**src/hdl/bqe_pkg.sv**
```systemverilog
package bqe_pkg;

  localparam int NUM_BANDS    = 18;
  localparam int NUM_FILTERS  = NUM_BANDS + 3;
  localparam int NUM_CHANNELS = 2;
  localparam int SAMPLE_W     = 24;
  localparam int COEF_W       = 32;
  localparam int STATE_W      = 40;
  localparam int GUARD        = 8;
  localparam int COEF_FRAC    = COEF_W - 5;
  localparam int PROD_SHIFT   = COEF_FRAC - GUARD;
  localparam int COEF_DEPTH   = 128;
  localparam int COEF_AW      = $clog2(COEF_DEPTH);
  localparam int ROWS         = NUM_CHANNELS * NUM_FILTERS;
  localparam int ROW_AW       = $clog2(ROWS);
  localparam int FILT_W       = $clog2(NUM_FILTERS + 1);
  localparam int GAIN_W       = 16;
  localparam int GAIN_SHIFT   = 12;
  localparam int CFG_IDX_W    = 3;
  localparam int MUL_A_W      = COEF_W + 1;
  localparam int MUL_P_W      = MUL_A_W + SAMPLE_W;
  localparam int ACC_W        = STATE_W + 4;

  localparam logic CMD_SAMPLE = 1'b0;
  localparam logic CMD_LOAD   = 1'b1;

  typedef enum logic [CFG_IDX_W-1:0] {
    REG_PRE_GAIN    = 3'd0,
    REG_POST_GAIN   = 3'd1,
    REG_EQ_ENABLE   = 3'd2,
    REG_BASS_ENABLE = 3'd3,
    REG_BASS_MODE   = 3'd4
  } reg_idx_t;

  typedef struct packed {
    logic                        command;
    logic                        channel;
    logic signed [SAMPLE_W-1:0]  sample;
    logic                        frame_end;
    logic [COEF_AW-1:0]          coef_address;
    logic signed [COEF_W-1:0]    coef_value;
  } item_t;

  typedef struct packed {
    logic  valid;
    item_t item;
  } q_head_t;

  // saturate to the sample width, msb of the result is the clip flag
  function automatic logic [SAMPLE_W:0] sat_smp(input logic signed [MUL_P_W-1:0] v);
    logic signed [MUL_P_W-1:0] hi;
    logic signed [MUL_P_W-1:0] lo;
    hi = (MUL_P_W'(1) <<< (SAMPLE_W - 1)) - MUL_P_W'(1);
    lo = ~hi;
    if (v > hi) begin
      sat_smp = {1'b1, hi[SAMPLE_W-1:0]};
    end else if (v < lo) begin
      sat_smp = {1'b1, lo[SAMPLE_W-1:0]};
    end else begin
      sat_smp = {1'b0, v[SAMPLE_W-1:0]};
    end
  endfunction

  function automatic logic [STATE_W:0] sat_st(input logic signed [ACC_W-1:0] v);
    logic signed [ACC_W-1:0] hi;
    logic signed [ACC_W-1:0] lo;
    hi = (ACC_W'(1) <<< (STATE_W - 1)) - ACC_W'(1);
    lo = ~hi;
    if (v > hi) begin
      sat_st = {1'b1, hi[STATE_W-1:0]};
    end else if (v < lo) begin
      sat_st = {1'b1, lo[STATE_W-1:0]};
    end else begin
      sat_st = {1'b0, v[STATE_W-1:0]};
    end
  endfunction

endpackage

```
**src/hdl/bqe_in_if.sv**
```systemverilog
interface bqe_in_if import bqe_pkg::*; ();
  logic                       valid;
  logic                       ready;
  logic                       command;
  logic                       channel;
  logic signed [SAMPLE_W-1:0] sample_in;
  logic                       frame_end;
  logic [COEF_AW-1:0]         coef_address;
  logic signed [COEF_W-1:0]   coef_value;

  modport source (output valid, command, channel, sample_in, frame_end, coef_address,
                  coef_value, input ready);
  modport sink (input valid, command, channel, sample_in, frame_end, coef_address,
                coef_value, output ready);
endinterface

```
**src/hdl/bqe_front.sv**
```systemverilog
module bqe_front import bqe_pkg::*; (
  input  logic     clk,
  input  logic     rst,
  bqe_in_if.sink   din,
  output q_head_t  q_head,
  input  logic     q_pop
);
  item_t      slot [2];
  logic       wptr;
  logic       rptr;
  logic [1:0] count;
  logic       push;
  item_t      item_new;

  assign din.ready = (count != 2'd2);
  assign push      = din.valid && din.ready;

  always_comb begin
    item_new.command      = din.command;
    item_new.channel      = din.channel;
    item_new.sample       = din.sample_in;
    item_new.frame_end    = din.frame_end;
    item_new.coef_address = din.coef_address;
    item_new.coef_value   = din.coef_value;
  end

  always_ff @(posedge clk) begin
    if (push) begin
      slot[wptr] <= item_new;
    end
  end

  always_ff @(posedge clk) begin
    if (rst) begin
      wptr  <= 1'b0;
      rptr  <= 1'b0;
      count <= 2'd0;
    end else begin
      if (push) begin
        wptr <= ~wptr;
      end
      if (q_pop) begin
        rptr <= ~rptr;
      end
      count <= count + 2'(push) - 2'(q_pop);
    end
  end

  assign q_head.valid = (count != 2'd0);
  assign q_head.item  = slot[rptr];
endmodule

```
**src/flat_wrapper.sv**
```systemverilog
// flat-port wrapper written by rule: the top's interface ports become plain ports
module bqe_front_flat import bqe_pkg::*;
  (clk, rst, q_head, q_pop, din_valid, din_command, din_channel, din_sample_in, din_frame_end, din_coef_address, din_coef_value, din_ready);
  bqe_in_if din_i ();
  input  logic clk;
  input  logic rst;
  output q_head_t q_head;
  input  logic q_pop;
  input wire logic [$bits(din_i.valid)-1:0] din_valid;
  input wire logic [$bits(din_i.command)-1:0] din_command;
  input wire logic [$bits(din_i.channel)-1:0] din_channel;
  input wire logic [$bits(din_i.sample_in)-1:0] din_sample_in;
  input wire logic [$bits(din_i.frame_end)-1:0] din_frame_end;
  input wire logic [$bits(din_i.coef_address)-1:0] din_coef_address;
  input wire logic [$bits(din_i.coef_value)-1:0] din_coef_value;
  output wire logic [$bits(din_i.ready)-1:0] din_ready;
  assign din_i.valid = din_valid;
  assign din_i.command = din_command;
  assign din_i.channel = din_channel;
  assign din_i.sample_in = din_sample_in;
  assign din_i.frame_end = din_frame_end;
  assign din_i.coef_address = din_coef_address;
  assign din_i.coef_value = din_coef_value;
  assign din_ready = din_i.ready;
  bqe_front u_core (.clk(clk), .rst(rst), .din(din_i), .q_head(q_head), .q_pop(q_pop));
endmodule
```
**config.mk**
```make
export PLATFORM = sky130hd
export DESIGN_NAME = bqe_front_flat
export DESIGN_NICKNAME = d
export VERILOG_FILES = /design/src/hdl/bqe_pkg.sv /design/src/hdl/bqe_in_if.sv /design/src/hdl/bqe_front.sv /design/src/flat_wrapper.sv
export SDC_FILE = /design/constraint.sdc
export NUM_CORES = 1
export LEC_CHECK = 0
export ABC_AREA = 1
export BUFFER_PORTS_ARGS = -buffer_cell sky130_fd_sc_hd__buf_2
export CAP_MARGIN = 0
export CORE_MARGIN = 2
export CORE_UTILIZATION = 50
export DETAILED_ROUTE_END_ITERATION = 16
export PLACE_DENSITY = 0.76
export SETUP_SLACK_MARGIN = 0.2
export SLEW_MARGIN = 25
export SYNTH_ARGS = -nofsm -noshare
export SYNTH_HDL_FRONTEND = slang
export SYNTH_SLANG_ARGS = --single-unit
```
**constraint.sdc**
```tcl
create_clock -name clk -period 8.6 [get_ports clk]
set_input_delay 0.43 -clock clk [delete_from_list [all_inputs] [get_ports clk]]
set_output_delay 0.43 -clock clk [all_outputs]
set_load 0.02 [all_outputs]
```
==> results.json <==
{
  "cp_max_fo": 39,
  "grt_max_degree": 67,
  "crit_type": "register to primary output",
  "synth_area_leaders": "edfxtp_1 77%, mux2_4 12%, mux2_2 5.7%",
  "seq_power_share_pct": 46.8,
  "status": "finished clean",
  "grt_overflow": 0,
  "drt-initial-drc-count": 88,
  "synth_area_sq_um": 5140,
  "p_leak_nw": 2.58,
  "fill_cells": 721,
  "vias": 2635,
  "synth.top_cells.by_count": "132 x edfxtp_1, 40 x mux2_4, 26 x mux2_2, 7 x nand2_1, 7 x nor2_1",
  "worst_pin_slew_ns": 0.871,
  "power.share.clock_pct": 39.2,
  "postSynthCellCount": 235,
  "cts_tree": "done",
  "fin_crit_ns": 2.45,
  "synth-main-ff-cell": "edfxtp_1",
  "gp_congestion": 0.718,
  "dieArea_sq_um": 11100,
  "period_share_pct": 28.5,
  "dpl.hpwl_um": 5470,
  "antenna_left": 0,
  "antenna_found_initial": 0,
  "relSlewSlack_pct": 41.9,
  "synth_nets": 306,
  "crit_required_ns": 8.17,
  "hold_viol": 0,
  "skew_ns": 0.00753,
  "synth_most_common_cell": "edfxtp_1",
  "finalSetupViolCount": 0,
  "clock_sinks": 137,
  "numCtsBuffers": 17,
  "utilization_pct": 64.7,
  "grt_pass1_wl_um": 12600,
  "dp_slack_ns": 6.62,
  "yosys_warnings": 0,
  "min_path_type": "input port to register",
  "antenna_cells": 0,
  "placed_area_sq_um": 5980,
  "async_flop_share_pct": 0,
  "ys_seq_area_share_pct": 79.0,
  "rsz0062_at_grt": "false",
  "vias_per_cell": 4.92,
  "synth_edf_count": 132,
  "die_y_um": 105,
  "syn_area_per_cell_sq_um": 21.9,
  "vdd_ir_drop_max_mv": 0.132,
  "cts_root_buf": "clkbuf_8",
  "core_area_sq_um": 10100,
  "rows": 37,
  "powerDensity_nw_per_um2": 268,
  "tns_ns": 0,
  "first_pass_iters": 7,
  "start_util_pct": 50.7,
  "clockBufferDepth": 2,
  "yosysUniqueCellTypes": 14,
  "grt_pass1_vias": 2627,
  "port_buffers": 137,
  "drive_above_1_share_pct": 59.5,
  "reg2reg_from": "u_core.count[0]$_SDFF_PP0_",
  "post-route-drc-count": 0,
  "swShare_pct": 23.6,
  "yosysTopAreaCellShare_pct": 77.1,
  "cap_violations": 0,
  "power.internal_mw": 1.35,
  "hold_start": "rst",
  "clk_pin_slew_ns": 0.06,
  "synth_largest_area_cell": "edfxtp_1",
  "worst_slack_ns": 6.15,
  "clock_latency_ns": 0.51,
  "arrival_ns": 2.02,
  "start_kind": "register",
  "htree_levels": 4,
  "wirelength_um": 8590,
  "crit_path_end_kind": "primary output",
  "hold_buffers": 0,
  "final_cell_area_sq_um": 6560,
  "ys_seq_elements": 137,
  "grt_usage_pct": 15.6,
  "routedWlPerCell_um": 16.0,
  "final_net_count": 458,
  "power_switching_uw": 415,
  "syn_to_final_growth_pct": 27.6,
  "pin_count": 138,
  "post_cts_buffers": 0,
  "finalMaxSlewViolations": 0,
  "combPwrFrac_pct": 14.0,
  "power_mw": 1.76,
  "fmax_mhz": 408,
  "die_w_um": 105,
  "cts-resized-gates": 0
}
-- registers in the layout, indices dropped and copies added, names as in the netlist, named ones only --
name	flops
u_core.wptr	1
u_core.count	2
u_core.rptr	1
u_core.slot	132
-- path summary, 6_finish.rpt --
kind / to / slack (ns) / cells past startpoint
min: register / 0.10 / 2
max: q_head[65] / 6.15 / 3
max reg2reg: u_core.slot[1][64]$_DFFE_PP_ / 6.65 / 7
min reg2reg: register / 0.53 / 2
-- area by class of cell --
class | count | area [sq um] | area share, %
Tap cell | 136 | 170 | 2.59
Clock buffer | 18 | 418 | 6.37
Clock inverter | 14 | 156 | 2.38
Sequential cell | 137 | 4070 | 62.0
Inverter | 5 | 18.8 | 0.286
Timing Repair Buffer | 140 | 728 | 11.1
Multi-Input combinational cell | 86 | 1000 | 15.2
-- cells by family after synthesis --
logic type | after synthesis | share of synthesized area [%]
compound gates | 1 | 0.0973
simple gates | 16 | 1.24
xor+xnor | 2 | 0.341
flops | 137 | 79.0
buf+inv | 12 | 1.65
mux | 66 | 17.4
fa+ha+maj | 1 | 0.243
-- layer usage --
metal / up-vias / part of all wire [%] / global-route usage, %
li1: 1221 / - / -
met1: 1290 / 39 / 17.8
met2: 110 / 52 / 25.7
met3: 14 / 7.8 / 6.18
met4: 0 / 1.5 / 7.43
met5: - / 0 / 0
-- power groups by stage --
| stage | clock [mW] | combinational, mW | sequential [mW] |
|---|---|---|---|
| 3_5_place_dp | 0 | 0.250 | 0.838 |
| 5_1_grt | 0.731 | 0.262 | 0.829 |
| 2_1_floorplan | 0 | 0.176 | 0.830 |
| 6_report | 0.690 | 0.246 | 0.824 |
| 3_3_place_gp | 0 | 0.236 | 0.844 |
| 4_1_cts | 0.702 | 0.250 | 0.825 |
-- worst max-delay path, cell delays in order, from the launching register on --
cell and delay (ns):
dfxtp_4 0.64, buf_16 0.31, mux2_2 0.37, buf_2 0.16
-- cells in the final DEF (no fill, tap or decap) --
cell type,instances
inv_2,1
clkbuf_1,1
clkinv_4,2
bufinv_16,3
ha_1,1
clkinv_2,3
clkinv_1,3
dfxtp_4,1
clkbuf_8,1
clkinvlp_4,3
nor2_4,1
or2_2,1
nor2_1,6
inv_1,4
buf_2,137
buf_4,2
a21oi_1,1
buf_16,1
dfxtp_1,4
nand3_1,1
edfxtp_1,132
mux2_2,26
xnor2_1,2
nand2_1,7
mux2_4,40
clkbuf_16,16
-- stage by stage --
stage	hold WS (ns)	std cells
4_1_cts	0.0813	536
2_1_floorplan	0.475	235
3_5_place_dp	0.511	504
6_report	0.103	536
5_1_grt	0.0785	536
3_3_place_gp	0.496	503
Power figures use the tool's default switching activity.
